<file path="src/sv/bra_pkg.sv">
// Shared types and constants for the bit-set range store.
// No dependencies; every other file but bra_ram imports this package.
`default_nettype none

package bra_pkg;

    // Widths of the request index fields.
    localparam int IDX_W  = 17;
    localparam int BYTE_W = IDX_W - 3;

    // Request kinds.
    typedef logic [1:0] t_req;
    localparam t_req REQ_CLEAR = 2'd0;
    localparam t_req REQ_GET   = 2'd1;
    localparam t_req REQ_SET   = 2'd2;
    localparam t_req REQ_ANY   = 2'd3;

    // Answer kinds.
    localparam logic ANS_GET = 1'b0;
    localparam logic ANS_ANY = 1'b1;

    // Classified command passed from the front end to the back end.
    typedef struct packed {
        t_req              op;
        logic              zero;        // answer is 0 without touching the store
        logic [2:0]        pos;         // bit position within the byte
        logic              val;         // value written by a set
        logic [BYTE_W-1:0] first_byte;  // target byte, or first byte of a walk
        logic [BYTE_W-1:0] last_byte;   // last byte of a walk
        logic [7:0]        first_mask;  // valid bits of the first byte of a range
        logic [7:0]        last_mask;   // valid bits of the last byte of a range
    } t_cmd;

endpackage

`default_nettype wire

</file>
<file path="src/sv/bra_cmdq.sv">
// Two-entry command queue between the front end and the back end.
// Depends on bra_pkg.
`default_nettype none

module bra_cmdq import bra_pkg::*; (
    input  wire logic i_clk,
    input  wire logic i_rst_n,
    input  wire logic i_push,
    input  wire t_cmd i_cmd,
    input  wire logic i_pop,
    output logic      o_full,
    output logic      o_nempty,
    output t_cmd      o_head
);

    t_cmd       r_ent [2];
    logic       r_wp;
    logic       r_rp;
    logic [1:0] r_cnt;

    // Pointers and fill count.
    always_ff @(posedge i_clk) begin
        if (!i_rst_n) begin
            r_wp  <= 1'b0;
            r_rp  <= 1'b0;
            r_cnt <= 2'd0;
        end else begin
            if (i_push) begin
                r_wp <= !r_wp;
            end
            if (i_pop) begin
                r_rp <= !r_rp;
            end
            r_cnt <= r_cnt + 2'(i_push) - 2'(i_pop);
        end
    end

    // Entry storage.
    always_ff @(posedge i_clk) begin
        if (i_push) begin
            r_ent[r_wp] <= i_cmd;
        end
    end

    assign o_full   = r_cnt == 2'd2;
    assign o_nempty = r_cnt != 2'd0;
    assign o_head   = r_ent[r_rp];

endmodule

`default_nettype wire

</file>
<file path="config.mk">
export PLATFORM = sky130hd
export DESIGN_NAME = bra_cmdq
export DESIGN_NICKNAME = d
export VERILOG_FILES = /design/src/sv/bra_pkg.sv /design/src/sv/bra_cmdq.sv
export SDC_FILE = /design/constraint.sdc
export NUM_CORES = 1
export LEC_CHECK = 0
export ABC_AREA = 1
export CAP_MARGIN = 20
export CORE_ASPECT_RATIO = 0.5
export CORE_MARGIN = 8
export CORE_UTILIZATION = 45
export CTS_BUF_LIST = sky130_fd_sc_hd__clkbuf_8
export CTS_CLUSTER_DIAMETER = 200
export DETAILED_ROUTE_END_ITERATION = 6
export DONT_BUFFER_PORTS = 1
export PLACE_DENSITY_LB_ADDON = 0.1
export RECOVER_POWER = 25
export SYNTH_ARGS = -nofsm -noshare
export SYNTH_HDL_FRONTEND = slang
export SYNTH_SLANG_ARGS = --single-unit
</file>
<file path="constraint.sdc">
create_clock -name i_clk -period 8.7 [get_ports i_clk]
set_input_delay 1.305 -clock i_clk [delete_from_list [all_inputs] [get_ports i_clk]]
set_output_delay 1.305 -clock i_clk [all_outputs]
set_load 0.02 [all_outputs]
</file>
==> results.txt, run 1 <==
----------------------------------------------------
[Status]
  Result of the run ... finished, final reports clean

[Timing]
  Peak Freq ... 0.3168 GHz
  Final hold violation count ... 0
  Max-slew violation total from the final report ... 0
  Setup clock skew after layout ... 0.009304 ns
  Setup violators final ... 0
  Setup repair after global routing missed its margin ... no
  Post-route fraction of the period consumed by the critical path ... 36.28%
  Measured slew at the worst slew-check pin ... 0.9540 ns
  Setup Total Neg Slack ... 0 ns
  Final Critical Period ... 3.156 ns
  Slew HR ... 36.40%

[Global route]
  Global-route wire length before repair ... 9949 um
  Number of global-route vias before repair ... 1,691
  GRT Resource Usage Total ... 10.43%
  Largest net degree at the start of global routing ... 52
  Initial antenna violation count ... 0
  Final global-route overflow total ... 0

[Final layout]
  Most common library cell in the layout ignoring fill and taps ... edfxtp_1
  Commonest cells after routing, fill and taps aside ... edfxtp_1, mux2_4, nand2_1, clkbuf_8
  Final #Nets ... 256
  Filler Cell Count ... 718
  Share of layout cells above drive strength 1 ... 34.80%
  Finished layout cell area ... 4405 um^2
  Number of inserted diodes ... 0
  Relative area change from synthesis to final layout ... 5.863%

[Power and ir drop]
  Power density over cell area ... 220.1 nW/um^2
  LEAKAGE ... 0.001566 uW
  Worst voltage drop across the vdd grid ... 0.0001224 V

[Placement]
  Placement Cell Area ... 4235 um^2
  Final GP Congestion ... 0.6394
  Port Buffer Count ... 0
  Final HPWL from detailed placement ... 4636 um

[Worst setup path]
  Delay of the slowest cell on the worst path ... 0.96 ns
  Count of cells along the worst register-to-register path ... 2
  Critical path buffers and inverters ... 0
  Cell at the slowest stage of the critical path ... dfxtp_4
  Cell depth of the worst setup path ... 1
  Crit Path Max Fanout ... 51
  Required arrival time at the worst endpoint ... 7.39 ns
  FF-to-FF setup slack ... 6.94 ns
  Category of the most critical setup path ... flip-flop to primary output
  CP Cell Sequence ... mux2_2
  Setup crit end kind ... primary output
  Kind of cell adding the most delay to the critical path ... flip-flops
  Critical Path Source Type ... flip-flop
  Worst endpoint data arrival time ... 1.85 ns

[Clock network]
  H-tree lvl count ... 3
  Post-cts repair resize count ... 0
  Later-pin clock latency in the skew report ... 0.36 ns
  CTS clk-pin slew, worst paths ... 0.09 ns
  Root buffer cell ... clkbuf_8
  Hold-fix buffers at CTS ... 0
  Setup repair bufs after CTS ... 0
  Maximum count of clock buffers along a single path ... 2
  Number of clock buffers inserted by TritonCTS ... 9
  Clock Sink Count ... 107
  TritonCTS clock tree ... done

[Logic synthesis]
  Share of synthesized area occupied by flip-flops and latches ... 76.01%
  Mapped cell area ... 4161 um^2
  Count of mapped cells out of synthesis ... 192
  Yosys synthesis warning count ... 0
  Post-synthesis area per instance ... 21.67 um^2
  Seq cells post-synth ... 107
  Net count after synthesis ... 249
  Number of distinct library cell variants in the gate-level netlist after synthesis ... 12

[Worst hold path]
  Hold WC Path Type ... flip-flop to flip-flop
  Cell depth of the worst min-delay path ... 2

[Floorplan]
  Starting density of the core ... 46.98%
  Core Rows ... 24
  Core Footprint ... 8859 um^2
  Die ar. ... 12,770 um^2
  I/O Pins ... 108
  Die Width ... 152 um
  Overall die height ... 84 um

[Drt]
  Total length of routed wires ... 6620 um
  DRC ... 0
  Pre-Repair DR Iteration Count ... 4
  DRC marker count from the first detailed-route iteration ... 100
  Via count ... 1,556
  Routed vias/inst ... 4.847
  Average wire length per cell after detail routing ... 20.62 um
  Remaining antenna violation count after routing ... 0

[Flow run]
  Max-cap violations ... 0

----------------------------------------------------
## cell usage after synthesis
library cell	number	area share, %
mux2_4	50	18
buf_6	1	0.27
a21oi_1	1	0.12
edfxtp_1	102	74
buf_12	5	2.4
ha_1	2	0.60
nor2_1	8	0.72
inv_1	7	0.63
nand2_1	9	0.81
dfxtp_1	5	2.4
nand3_1	1	0.12
mux2_2	1	0.27
## worst paths after layout
path	start	endpoint
setup / recovery	flip-flop	o_head[50]
hold / removal	r_rp	r_rp
setup reg to reg	r_wp	r_ent[0][43]
hold reg to reg	r_rp	r_rp
## cell type report
| type | instances | area, um^2 | area share [%] |
|---|---|---|---|
| flip-flops and latches | 107 | 3167 | 71.88 |
| multi-input cells | 72 | 868.3 | 19.71 |
| well taps | 117 | 146.4 | 3.323 |
| clock buffers | 9 | 123.9 | 2.812 |
| clock inverters | 7 | 46.29 | 1.051 |
| repair buffers | 2 | 27.53 | 0.6248 |
| inverters | 7 | 26.28 | 0.5964 |
## cells by family (layout without fill, tap and decap cells)
logic type | count (synthesis) | after routing | synth area share, %
compound gates | 1 | 1 | 0.1201
fa+ha+maj | 2 | 2 | 0.6012
buf+inv | 13 | 25 | 3.307
flops | 107 | 107 | 76.01
mux | 51 | 51 | 18.31
simple gates | 18 | 18 | 1.653
## sequential cells by signal (all words and copies together), names as in the netlist, named ones only
signal / flops
r_cnt: 2
r_ent: 102
r_rp: 1
r_wp: 1
## report_power, final
part | internal, uW | total, uW | switching [uW]
Combinational | 40.9 | 98.8 | 57.9
Clock | 102 | 260 | 158
Sequential | 595 | 611 | 16.4
Total | 738 | 970 | 232
## through the flow
step	cells	setup WS (ns)	power, uW	hold WS [ns]	util, %
floorplan	192	4.752	714.8	0.4635	-
global placement	304	5.897	722.3	0.4760	47.58
detailed placement	305	5.900	725.4	0.4896	47.81
CTS	321	5.486	984.7	0.5107	49.73
global route	321	5.433	1013	0.5384	49.73
finish	321	5.544	969.8	0.5073	49.73
## worst reg2reg max path, delay by kind of cell (launching register included)
kind	cells	cell delay, ns
simple gates	1	0.58
buf+inv	1	0.49
flops	1	0.35
## layer usage
| metal | up-vias | share of wire [%] | global-route usage [%] |
|---|---|---|---|
| li1 | 738 | - | - |
| met2 | 60 | 49 | 16.76 |
| met4 | 0 | 0.47 | 2.700 |
| met3 | 5 | 14 | 8.729 |
| met1 | 753 | 36 | 10.09 |
| met5 | - | 0 | 0 |
No activity file was read; power rests on OpenSTA's default activity.
==> run 2, diff against run 1 <==
Clock period 8.7 ns to 2.8 ns, I/O delays scaled along.
==> run 2 against run 1 <==
Sequential share of layout area fell by 0.49 points. Combinational power increased to 3.3 times the previous value. Core utilization increased by 0.34 points. Die area unchanged. Final area increased by 0.68%. Global-route usage grew 0.39 points. Critical endpoint is now o_head[7]. Largest power group unchanged. Highest routed layer unchanged.
==> results.txt, run 2 (synthesized netlist as in run 1, its figures left out) <==
----------------------------------------------------
[Timing]
  Setup repair after global routing missed its margin ... no (unchanged)
  Peak Freq ... 0.4631 GHz
  Slew HR ... 51.86% (was 36.40%)
  Setup clock skew after layout ... 0.007263 ns (was 0.009304 ns)
  Setup Total Neg Slack ... 0 ns (unchanged)
  Setup violators final ... 0 (unchanged)
  Max-slew violation total from the final report ... 0 (unchanged)
  Post-route fraction of the period consumed by the critical path ... 77.11%
  Final Hold Slack ... 0.1528 ns (was 0.5073 ns)
  Measured slew at the worst slew-check pin ... 0.7203 ns (was 0.9540 ns)
  Final hold violation count ... 0 (unchanged)
  Final Critical Period ... 2.159 ns

[Clock network]
  Root buffer cell ... clkbuf_8 (unchanged)
  H-tree lvl count ... 3 (unchanged)
  Clock Sink Count ... 107 (unchanged)
  Later-pin clock latency in the skew report ... 0.35 ns (was 0.36 ns)
  TritonCTS clock tree ... done (unchanged)
  Post-cts repair resize count ... 0 (unchanged)
  Setup repair bufs after CTS ... 0 (unchanged)
  Number of clock buffers inserted by TritonCTS ... 9 (unchanged)
  Maximum count of clock buffers along a single path ... 2 (unchanged)
  CTS clk-pin slew, worst paths ... 0.09 ns (about the same)
  Hold-fix buffers at CTS ... 0 (unchanged)

[Drt]
  DRC marker count from the first detailed-route iteration ... 72 (was 100)
  Pre-Repair DR Iteration Count ... 4 (unchanged)
  DRC ... 0 (unchanged)
  Remaining antenna violation count after routing ... 0 (unchanged)
  Via count ... 1,596 (was 1,556)
  Total length of routed wires ... 6828 um (was 6620 um)
  Routed vias/inst ... 4.988 (was 4.847)
  Average wire length per cell after detail routing ... 21.34 um (was 20.62 um)

[Worst setup path]
  Critical Path Source Type ... flip-flop (unchanged)
  Cell at the slowest stage of the critical path ... dfxtp_4 (unchanged)
  CP Cell Sequence ... buf_12 -> mux2_4 (was mux2_2)
  Category of the most critical setup path ... flip-flop to primary output (unchanged)
  Count of cells along the worst register-to-register path ... 2 (unchanged)
  Setup crit end kind ... primary output (unchanged)
  Required arrival time at the worst endpoint ... 2.38 ns (was 7.39 ns)
  Delay of the slowest cell on the worst path ... 0.71 ns (was 0.96 ns)
  Crit Path Max Fanout ... 29 (was 51)
  Worst endpoint data arrival time ... 1.74 ns (was 1.85 ns)
  Reg2reg start ... r_wp (unchanged)

[Final layout]
  Commonest cells after routing, fill and taps aside ... edfxtp_1, mux2_4, nand2_1, clkbuf_8, nor2_1 (was edfxtp_1, mux2_4, nand2_1, clkbuf_8)
  Share of layout cells above drive strength 1 ... 34.98% (was 34.80%)
  Filler Cell Count ... 712 (was 718)
  Number of inserted diodes ... 0 (unchanged)
  Storage cell area ... 3167 um^2 (unchanged)
  Relative area change from synthesis to final layout ... 6.584% (was 5.863%)
  Reg with most FFs ... r_ent (unchanged)
  Footprint of the multi-input gates ... 868.3 um^2 (unchanged)
  Top flop regs ... r_ent (102), r_cnt (2) (unchanged)
  Final #Nets ... 257 (was 256)
  Max FFs per register ... 102 (unchanged)
  Most common library cell in the layout ignoring fill and taps ... edfxtp_1 (unchanged)

[Global route]
  Number of global-route vias before repair ... 1,798 (was 1,691)
  Largest net degree at the start of global routing ... 52 (unchanged)
  GRT Resource Usage Total ... 10.82% (was 10.43%)
  Global-route wire length before repair ... 10,290 um (was 9949 um)
  Initial antenna violation count ... 0 (unchanged)
  Final global-route overflow total ... 0 (unchanged)

[Power and ir drop]
  Power density over cell area ... 696.3 nW/um^2 (was 220.1 nW/um^2)
  LEAKAGE ... 0.001592 uW (was 0.001566 uW)
  Int Pwr ... 2381 uW (was 738.0 uW)
  Power share of the clock group ... 28.4% (was 26.8%)
  Share of total power in combinational logic ... 10.5% (was 10.2%)
  Switch Pwr ... 707.9 uW (was 231.8 uW)
  Sequential Power Share ... 61.1% (was 63.0%)
  Worst voltage drop across the vdd grid ... 0.0003505 V (was 0.0001224 V)
  Switching Fraction ... 22.92% (was 23.90%)

[Worst hold path]
  Hold WC Path Type ... primary input to flip-flop (was flip-flop to flip-flop)
  Cell depth of the worst min-delay path ... 0 (was 2)
  Start point of the worst min-delay path ... i_cmd[13] (was r_rp)

[Status]
  Result of the run ... finished, final reports clean (unchanged)

[Floorplan]
  Overall die height ... 84 um (unchanged)
  Starting density of the core ... 46.98% (unchanged)
  Die Width ... 152 um (unchanged)
  Die ar. ... 12,770 um^2 (unchanged)
  Core Rows ... 24 (unchanged)
  Core Footprint ... 8859 um^2 (unchanged)
  I/O Pins ... 108 (unchanged)

[Placement]
  Final HPWL from detailed placement ... 4727 um (was 4636 um)
  Port Buffer Count ... 0 (unchanged)
  Final GP Congestion ... 0.6222 (was 0.6394)

[Flow run]
  Max-cap violations ... 0 (unchanged)

----------------------------------------------------
==> run 2: power groups by stage <==
stage / clock network, uW / registers, uW / logic (uW)
after floorplan: 0 / 1900 / 316
after global placement: 0 / 1920 / 329
after detailed placement: 0 / 1930 / 333
after CTS: 915 / 1890 / 334
after global routing: 969 / 1900 / 347
final: 876 / 1890 / 325
==> run 2: through the flow <==
step	cell area [um^2]	setup slack (ns)	std cells	total power (uW)	utilization, %
after floorplan	4164	0.6162	192	2220	-
after global placement	4255	1.012	306	2251	48.04
after detailed placement	4255	0.9958	306	2260	48.04
after CTS	4436	0.5768	320	3138	50.07
after global routing	4436	0.5213	320	3214	50.07
final	4436	0.6408	320	3089	50.07
==> run 2: area by class of cell <==
type | instances | area share, %
sequential | 107 | 71.40
multi-input combinational | 72 | 19.58
clock inverter | 5 | 1.269
clock buffer | 9 | 2.793
inverter | 7 | 0.5924
tap | 117 | 3.300
timing repair buffer | 3 | 1.072
==> run 2: routing by layer <==
| layer | track usage [%] | share of wire [%] |
|---|---|---|
| met5 | 0 | 0 |
| met4 | 3.780 | 0.81 |
| met3 | 8.316 | 13 |
| met2 | 18.22 | 51 |
| met1 | 9.904 | 35 |
==> run 2: final timing paths <==
path,slack (ns),endpoint
worst max-delay path,0.64,o_head[7]
worst min register to register,0.51,r_rp
worst max register to register,1.25,r_ent[0][29]
worst min-delay path,0.15,r_ent[1][13]
==> run 2: critical path, delay by kind of cell (launching register included) <==
family	cells	cell delay, ns
buffers and inverters	1	0.28
DFF	1	0.71
muxes	1	0.37
