**src/sv/bra_pkg.sv**
```systemverilog
// Shared types and constants for the bit-set range store.
// No dependencies; every other file but bra_ram imports this package.
`default_nettype none

package bra_pkg;

    // Widths of the request index fields.
    localparam int IDX_W  = 17;
    localparam int BYTE_W = IDX_W - 3;

    // Request kinds.
    typedef logic [1:0] t_req;
    localparam t_req REQ_CLEAR = 2'd0;
    localparam t_req REQ_GET   = 2'd1;
    localparam t_req REQ_SET   = 2'd2;
    localparam t_req REQ_ANY   = 2'd3;

    // Answer kinds.
    localparam logic ANS_GET = 1'b0;
    localparam logic ANS_ANY = 1'b1;

    // Classified command passed from the front end to the back end.
    typedef struct packed {
        t_req              op;
        logic              zero;        // answer is 0 without touching the store
        logic [2:0]        pos;         // bit position within the byte
        logic              val;         // value written by a set
        logic [BYTE_W-1:0] first_byte;  // target byte, or first byte of a walk
        logic [BYTE_W-1:0] last_byte;   // last byte of a walk
        logic [7:0]        first_mask;  // valid bits of the first byte of a range
        logic [7:0]        last_mask;   // valid bits of the last byte of a range
    } t_cmd;

endpackage

`default_nettype wire

```
**src/sv/bra_if.sv**
```systemverilog
// Valid/ready channel interfaces for requests and answers.
// Depends on bra_pkg for field widths and kinds.
`default_nettype none

interface bra_req_if import bra_pkg::*; ();
    logic             valid;
    logic             ready;
    t_req             req_type;
    logic [IDX_W-1:0] first_index;
    logic [IDX_W-1:0] range_end;
    logic             bit_value;

    modport source (output valid, req_type, first_index, range_end, bit_value,
                    input ready);
    modport sink   (input valid, req_type, first_index, range_end, bit_value,
                    output ready);
endinterface


`default_nettype wire

```
**src/sv/bra_front.sv**
```systemverilog
// Front end: accepts request beats, clips indices and classifies them into commands.
// Depends on bra_pkg and bra_req_if.
`default_nettype none

module bra_front import bra_pkg::*; #(
    parameter int NUM_BITS = 65536
) (
    bra_req_if.sink    i_req,
    input  wire logic  i_busy,
    input  wire logic  i_q_full,
    output logic       o_push,
    output t_cmd       o_cmd
);

    localparam int STORE_BYTES = (NUM_BITS + 7) / 8;

    logic             idx_in;
    logic             end_in;
    logic [IDX_W-1:0] lo_c;
    logic [IDX_W-1:0] hi_c;
    logic [IDX_W-1:0] hi_m1;

    // Clip both bounds to the size of the store.
    always_comb begin
        idx_in = 32'(i_req.first_index) < 32'(NUM_BITS);
        end_in = 32'(i_req.range_end) < 32'(NUM_BITS);
        lo_c   = idx_in ? i_req.first_index : IDX_W'(NUM_BITS);
        hi_c   = end_in ? i_req.range_end : IDX_W'(NUM_BITS);
        hi_m1  = hi_c - IDX_W'(1);
    end

    // Classify the request.
    always_comb begin
        o_cmd            = '0;
        o_cmd.op         = i_req.req_type;
        o_cmd.val        = i_req.bit_value;
        o_cmd.pos        = i_req.first_index[2:0];
        o_cmd.first_byte = i_req.first_index[IDX_W-1:3];
        o_cmd.first_mask = 8'hFF;
        o_cmd.last_mask  = 8'hFF;
        unique case (i_req.req_type)
            REQ_CLEAR: begin
                // A clear past the end stops at the last byte of the store.
                if (32'(i_req.first_index[IDX_W-1:3]) > 32'(STORE_BYTES - 1)) begin
                    o_cmd.last_byte = BYTE_W'(STORE_BYTES - 1);
                end else begin
                    o_cmd.last_byte = i_req.first_index[IDX_W-1:3];
                end
            end
            REQ_GET: begin
                o_cmd.zero = !idx_in;
            end
            REQ_SET: begin
                o_cmd.zero = !idx_in;
            end
            REQ_ANY: begin
                o_cmd.zero       = lo_c >= hi_c;
                o_cmd.first_byte = lo_c[IDX_W-1:3];
                o_cmd.last_byte  = hi_m1[IDX_W-1:3];
                o_cmd.first_mask = 8'hFF << lo_c[2:0];
                o_cmd.last_mask  = 8'hFF >> (3'd7 - hi_m1[2:0]);
            end
        endcase
    end

    // Handshake; a set outside the store is taken and dropped.
    assign i_req.ready = !i_busy && !i_q_full;
    assign o_push      = i_req.valid && i_req.ready &&
                         !(i_req.req_type == REQ_SET && !idx_in);

endmodule

`default_nettype wire

```
**src/flat_wrapper.sv**
```systemverilog
// flat-port wrapper written by rule: the top's interface ports become plain ports
module bra_front_flat import bra_pkg::*;
#(
    parameter int NUM_BITS = 65536
)
  (i_busy, i_q_full, o_push, o_cmd, i_req_valid, i_req_req_type, i_req_first_index, i_req_range_end, i_req_bit_value, i_req_ready);
  bra_req_if i_req_i ();
  input  wire logic i_busy;
  input  wire logic i_q_full;
  output logic o_push;
  output t_cmd o_cmd;
  input wire logic [$bits(i_req_i.valid)-1:0] i_req_valid;
  input wire logic [$bits(i_req_i.req_type)-1:0] i_req_req_type;
  input wire logic [$bits(i_req_i.first_index)-1:0] i_req_first_index;
  input wire logic [$bits(i_req_i.range_end)-1:0] i_req_range_end;
  input wire logic [$bits(i_req_i.bit_value)-1:0] i_req_bit_value;
  output wire logic [$bits(i_req_i.ready)-1:0] i_req_ready;
  assign i_req_i.valid = i_req_valid;
  assign i_req_i.req_type = i_req_req_type;
  assign i_req_i.first_index = i_req_first_index;
  assign i_req_i.range_end = i_req_range_end;
  assign i_req_i.bit_value = i_req_bit_value;
  assign i_req_ready = i_req_i.ready;
  bra_front #(.NUM_BITS(NUM_BITS)) u_core (.i_req(i_req_i), .i_busy(i_busy), .i_q_full(i_q_full), .o_push(o_push), .o_cmd(o_cmd));
endmodule
```
**config.mk**
```make
export PLATFORM = sky130hd
export DESIGN_NAME = bra_front_flat
export DESIGN_NICKNAME = d
export VERILOG_FILES = /design/src/sv/bra_pkg.sv /design/src/sv/bra_if.sv /design/src/sv/bra_front.sv /design/src/flat_wrapper.sv
export SDC_FILE = /design/constraint.sdc
export NUM_CORES = 1
export LEC_CHECK = 0
export BUFFER_PORTS_ARGS = -buffer_cell sky130_fd_sc_hd__buf_2
export CAP_MARGIN = 10
export CORE_MARGIN = 2
export CORE_UTILIZATION = 49
export DETAILED_ROUTE_END_ITERATION = 16
export PLACE_DENSITY_LB_ADDON = 0.08
export SLEW_MARGIN = 25
export SYNTH_ARGS = -nofsm -noshare
export SYNTH_HDL_FRONTEND = slang
export SYNTH_SLANG_ARGS = --single-unit
export TNS_END_PERCENT = 1
```
**constraint.sdc**
```tcl
create_clock -name vclk -period 5.7
set_clock_uncertainty 0.2 [all_clocks]
set_input_delay 1.14 -clock vclk [all_inputs]
set_output_delay 1.14 -clock vclk [all_outputs]
set_load 0.02 [all_outputs]
```
==> results.md, run 1 <==
* Relative contribution of the clock network to total power at 0%
* Hold Startpoint: i_req_bit_value
* Final standard cell utilization of the core at 66.1%
* Cell Chain, Critical Path: buf_2, inv_1, nand2_1, ha_1, o21ai_1, a211o_1, or4_1, a21oi_1, buf_2
* YS warnings at 0
* Leakage dissipation at between 0.9 and 1 nW
* Post-synth design cell area at 0.00142 mm²
* Initial antenna violation count at 0
* Net total in the final layout at ~360
* Crit Path Category: in -> out
* Final wirelength at just over 4 mm
* Most common cell on crit path: sky130_fd_sc_hd__buf_2
* DR vias/cell at 5.50
* FF+latch count at 0
* DRT iter0 DRCs at 76
* Max Fclk at ~0.21 GHz
* Data required time at the worst endpoint at 4.36 ns
* Endpoints failing hold at 0
* Count of port buffers added during placement at about 90
* Crit share post-route at ~85%
* CP peak stage delay at 0.43 ns
* Placeable core region at 0.00276 mm²
* Number of detailed-routing iterations run before antenna repair at 4
* Critical Path Sink Type: output pin
* Number of placement rows at 19
* Number of stages on the worst hold path at 0
* Fillers at 295
* Area post-placement at 0.00182 mm²
* Power per cell area at 86.9 mW/mm²
* Final-layout clock buffer total at 0
* Setup repair after global routing missed its margin: no
* Cell family contributing the most delay on the critical path: buffers and inverters
* Die outline area at approximately 0.0033 mm²
* GRT Residual Overflow at 0
* Share of post-route cells with drive strength above 1 at roughly a third
* Overall global routing resource usage at 22.5%
* Hold buffer count at cts at 0
* Switching power summed over all nets at about 0.000096 W
* Logic gate share of total power at 100.0%
* Arr. time, crit path at roughly 3.5 ns
* Worst slew margin relative to its limit at slightly above 60%
* FF/Latch Area at 0 µm²
* Vias in the first global route at 1432
* Minimum clock period after layout at 4.84 ns
* Number of pins exceeding their max-slew limit in the final report at 0
* Synth-to-layout area growth at 28.5%
* Die Width at 57.8 µm
* Highest fanout seen on the critical path at 16
* Max-cap violations at 0
* Internal Dissipation at a little over 0.00006 W
* Startpoint class of the critical path: primary input
* Quantity of gates resized following cts at 0
* HPWL after DPL at 3.36 mm
* Standard cell with the maximum stage delay on the critical path: sky130_fd_sc_hd__or4_1
* Vias after detailed routing at between 1500 and 2000
* Hold path endpoint: o_cmd[44]
* Maximum number of pins on one net before global-route repair at 24
* Setup violators final at 0
* Average cell area after synthesis at 6.28 µm²
* Worst Max-Slew Pin Slew at slightly below 0.6 ns
* Register area share after synthesis at 0%
* Wire length of the first global-routing pass at 6.28 mm
* Io pins at 93
* Residual DRC at 0
* Worst IR Drop VDD at 0.0590 mV
* Starting utilization of the core area at 51.5%
* Die height at 57.8 µm
* Fraction of power consumed by sequential logic at 0%
* Synthesized instance count at 226
* Routability congestion estimate from global placement at 0.843
* Ant. Diodes at 0
* Run status: completed
* Setup tns final at 0 ns
* Kind of path behind the tightest hold check: in -> out
* Average routed wire per standard cell at between 10 and 15 µm
* Non-Filler Cell Area, Final at 0.00182 mm²
* Unique masters post-synth at 40
* # Post-CTS Setup Buffers at 0
* Number of buffer and inverter stages on the critical path at 3
* Fraction of power spent switching nets at 60.7%
* Final ANT Viol Nets at 0
[cell families (layout without fill, tap and decap cells)]
kind of cell / count (synthesis) / after routing / share of synthesized area, %
buffers and inverters: 28 / 101 / 9.61
and+or+nand+nor: 120 / 120 / 44.4
other: 1 / 2 / 0.264
adders and majority gates: 23 / 23 / 20.1
xor gates and xnor gates: 9 / 9 / 5.56
AOI/OAI and AO/OA: 45 / 45 / 20.1
[cell usage in the layout, fill, tap and decap left out, drive strengths merged, types with 2 or more instances in the layout]
master	netlist	layout
a21o	2	2
a21oi	9	9
and2	14	14
buf	9	91
conb	1	2
ha	22	22
inv	10	10
nand2	24	24
nand2b	7	7
nand3	4	4
nand4	5	5
nor2	28	28
nor2b	20	20
nor3	4	4
nor4	6	6
o21ai	10	10
o22a	2	2
o22ai	13	13
o31a	2	2
o31ai	2	2
or4	2	2
xnor2	7	7
xor2	2	2
[routing by layer]
metal / part of all wire, % / global-route usage (%) / vias to the layer above
li1: - / - / 933
met1: 46 / 31.9 / 816
met2: 48 / 40.6 / 73
met3: 6.2 / 0.446 / 0
met4: 0 / 0 / 0
met5: 0 / 0 / -
[per-stage QoR]
| step | worst slack [ns] | hold slack [ns] | power [W] | cells |
|---|---|---|---|---|
| 2_1_floorplan | 1.25 | 2.16 | 0.000107 | 227 |
| 3_3_place_gp | 0.939 | 2.08 | 0.000156 | 331 |
| 3_5_place_dp | 0.895 | 2.08 | 0.000158 | 331 |
| 4_1_cts | 0.899 | 2.08 | 0.000158 | 331 |
| 5_1_grt | 0.702 | 2.08 | 0.000174 | 331 |
| 6_report | 0.856 | 2.08 | 0.000158 | 331 |
[synthesized netlist by cell type (2+ instances only)]
master,n,area (µm²)
sky130_fd_sc_hd__nand3_1,4,20.0
sky130_fd_sc_hd__nand2b_1,7,43.8
sky130_fd_sc_hd__xnor2_1,7,61.3
sky130_fd_sc_hd__nor2b_1,20,125
sky130_fd_sc_hd__and2_1,14,87.6
sky130_fd_sc_hd__o31ai_1,2,15.0
sky130_fd_sc_hd__nand4_1,5,31.3
sky130_fd_sc_hd__nor2_1,28,105
sky130_fd_sc_hd__nand2_1,24,90.1
sky130_fd_sc_hd__o31a_1,2,17.5
sky130_fd_sc_hd__o21ai_0,9,45.0
sky130_fd_sc_hd__a21o_1,2,15.0
sky130_fd_sc_hd__inv_1,10,37.5
sky130_fd_sc_hd__o22ai_1,13,81.3
sky130_fd_sc_hd__nor3_1,4,20.0
sky130_fd_sc_hd__ha_1,22,275
sky130_fd_sc_hd__clkbuf_1,9,33.8
sky130_fd_sc_hd__nor4_1,6,37.5
sky130_fd_sc_hd__xor2_1,2,17.5
sky130_fd_sc_hd__buf_4,8,60.1
sky130_fd_sc_hd__a21oi_1,9,45.0
[final cells by class]
cell class / instances / area [µm²] / area share (%)
Tap cell: 31 / 38.8 / 2.13
Inverter: 10 / 37.5 / 2.06
Timing Repair Buffer: 91 / 460 / 25.3
Multi-Input combinational cell: 199 / 1290 / 70.6
[power groups by stage]
stage / Sequential [W] / Combinational [W] / Clock [W]
2_1_floorplan: 0 / 0.000107 / 0
3_3_place_gp: 0 / 0.000156 / 0
3_5_place_dp: 0 / 0.000158 / 0
4_1_cts: 0 / 0.000158 / 0
5_1_grt: 0 / 0.000174 / 0
6_report: 0 / 0.000158 / 0
[worst max path at each step]
| stage | cells after the start | start | slack [ns] | to |
|---|---|---|---|---|
| after floorplan | 8 | i_req_range_end[16] | 1.25 | o_cmd[48] |
| after global placement | 9 | i_req_range_end[16] | 0.94 | o_cmd[48] |
| after detailed placement | 9 | i_req_range_end[16] | 0.90 | o_cmd[48] |
| after CTS | 9 | i_req_range_end[16] | 0.90 | o_cmd[48] |
| after global routing | 9 | i_req_range_end[16] | 0.70 | o_cmd[48] |
| final | 9 | i_req_range_end[16] | 0.86 | o_cmd[29] |
(Power assumes the default switching activity.)
==> run 2, diff against run 1 <==
--- a/config.mk
+++ b/config.mk
@@ -8,7 +8,7 @@
 export BUFFER_PORTS_ARGS = -buffer_cell sky130_fd_sc_hd__buf_2
 export CAP_MARGIN = 10
 export CORE_MARGIN = 2
-export CORE_UTILIZATION = 49
+export CORE_UTILIZATION = 45
 export DETAILED_ROUTE_END_ITERATION = 16
 export PLACE_DENSITY_LB_ADDON = 0.08
 export SLEW_MARGIN = 25
==> constraint.sdc (replaced) <==
create_clock -name vclk -period 4.7
set_clock_uncertainty 0.2 [all_clocks]
set_input_delay 0.94 -clock vclk [all_inputs]
set_output_delay 0.94 -clock vclk [all_outputs]
set_load 0.02 [all_outputs]
==> results.md, run 2 (synthesized netlist as in run 1, its figures left out) <==
* Run status: completed
* Count of port buffers added during placement at 89
* Power per cell area at between 100 and 150 mW/mm²
* # Post-CTS Setup Buffers at 0
* Kind of path behind the tightest hold check: in -> out
* Hold buffer count at cts at 0
* Overall power after layout at roughly 0.00019 W
* Synth-to-layout area growth at 30.2%
* Overall global routing resource usage at 22.8%
* Top library cells by usage in the layout, fill and taps aside: sky130_fd_sc_hd__buf_2 (89), sky130_fd_sc_hd__nor2_1 (28), sky130_fd_sc_hd__nand2_1 (24), sky130_fd_sc_hd__ha_1 (22), sky130_fd_sc_hd__nor2b_1 (20)
* Worst Max-Slew Pin Slew at 0.590 ns
* Setup tns final at 0 ns
* Setup violators final at 0
* Average routed wire per standard cell at 12.1 µm
* Logic gate share of total power at 100.0%
* Wire length of the first global-routing pass at between 6 and 7 mm
* Die height at 60.2 µm
* Switching power summed over all nets at 0.000117 W
* Placeable core region at 0.00303 mm²
* Fraction of power spent switching nets at 60.6%
* Final-layout clock buffer total at 0
* Routability congestion estimate from global placement at roughly 0.84
* Setup slack at placement at 0.419 ns
* DRT iter0 DRCs at between 70 and 80
* Residual DRC at 0
* Ant. Diodes at 0
* Die Width at 60.2 µm
* Maximum number of pins on one net before global-route repair at 37
* Most common library cell in the layout ignoring fill and taps: sky130_fd_sc_hd__buf_2
* Arr. time, crit path at 3.19 ns
* Critical Path Sink Type: output pin
* Endpoints failing hold at 0
* Fraction of power consumed by sequential logic at 0%
* Number of pins exceeding their max-slew limit in the final report at 0
* WHS at between 1.5 and 2 ns
* Number of detailed-routing iterations run before antenna repair at 4
* Max Fclk at between 0.2 and 0.25 GHz
* Final non-filler cell total at 345
* Placed instance count at 345
* DR vias/cell at 5.22
* Max-cap violations at 0
* Crit Path Category: in -> out
* Vias in the first global route at 1487
* Starting utilization of the core area at 46.9%
* Data required time at the worst endpoint at 3.56 ns
* Worst IR Drop VDD at approximately 0.060 mV
* Worst slew margin relative to its limit at about three fifths
* FF/Latch Area at 0 µm²
* Quantity of gates resized following cts at 0
* Net total in the final layout at 365
* Final ANT Viol Nets at 0
* GRT Residual Overflow at 0
* Setup repair after global routing missed its margin: no
* Initial antenna violation count at 0
* FF+latch count at 0
* Minimum clock period after layout at ~4.3 ns
* Io pins at 93
* Final wirelength at between 4 and 5 mm
* Number of placement rows at 20
* Startpoint class of the critical path: primary input
* Fillers at 339
* Leakage dissipation at 0.913 nW
* Vias after detailed routing at 1800
* Internal Dissipation at between 0.00007 and 0.00008 W
* Share of post-route cells with drive strength above 1 at 31.9%
* HPWL after DPL at between 3 and 4 mm
* Crit share post-route at 92.1%
* Smallest setup slack after layout at 0.372 ns
* Highest fanout seen on the critical path at 16
* Die outline area at 0.00362 mm²
* Relative contribution of the clock network to total power at 0%
[run 2: changes by cell type in the layout (fill, tap and decap cells not counted), sizes merged]
cell	previous run	this run
buf	91	92
[run 2: path summary, 6_finish.rpt]
path | start | to | slack, ns | cells after the start
setup / recovery | i_req_range_end[16] | o_cmd[48] | 0.37 | 9
hold / removal | i_req_bit_value | o_cmd[44] | 1.68 | 0
[run 2: through the flow]
step | area [µm²] | utilization [%]
5_1_grt | 1850 | 61.0
6_report | 1850 | 61.0
2_1_floorplan | 1420 | -
3_3_place_gp | 1850 | 61.0
3_5_place_dp | 1850 | 61.0
4_1_cts | 1850 | 61.0
[run 2: critical path, cell delays in order]
cell and delay, ns:
sky130_fd_sc_hd__buf_2 0.10, sky130_fd_sc_hd__inv_1 0.37, sky130_fd_sc_hd__nand2_1 0.15, sky130_fd_sc_hd__ha_1 0.33
sky130_fd_sc_hd__nand4_1 0.10, sky130_fd_sc_hd__or4b_2 0.67, sky130_fd_sc_hd__o211ai_1 0.20, sky130_fd_sc_hd__a32o_1 0.16
sky130_fd_sc_hd__buf_2 0.16
[run 2: power groups by stage]
| stage | clock (W) | combinational, W | sequential [W] |
|---|---|---|---|
| floorplan | 0 | 0.000130 | 0 |
| global placement | 0 | 0.000192 | 0 |
| detailed placement | 0 | 0.000193 | 0 |
| CTS | 0 | 0.000194 | 0 |
| global route | 0 | 0.000216 | 0 |
| finish | 0 | 0.000193 | 0 |
[run 2: final cells by class]
| type | count | area [µm²] | share of cell area (%) |
|---|---|---|---|
| tap | 44 | 55.1 | 2.98 |
| timing repair buffer | 92 | 468 | 25.3 |
| multi-input combinational | 199 | 1290 | 69.6 |
| inverter | 10 | 37.5 | 2.03 |
[run 2: metal layers]
metal / wire length [µm] / global-route usage [%] / vias up
li1: - / - / 937
met1: 2020 / 32.1 / 782
met3: 274 / 1.73 / 2
met5: 0 / 0 / -
met2: 1890 / 39.6 / 79
met4: 10 / 0.952 / 0
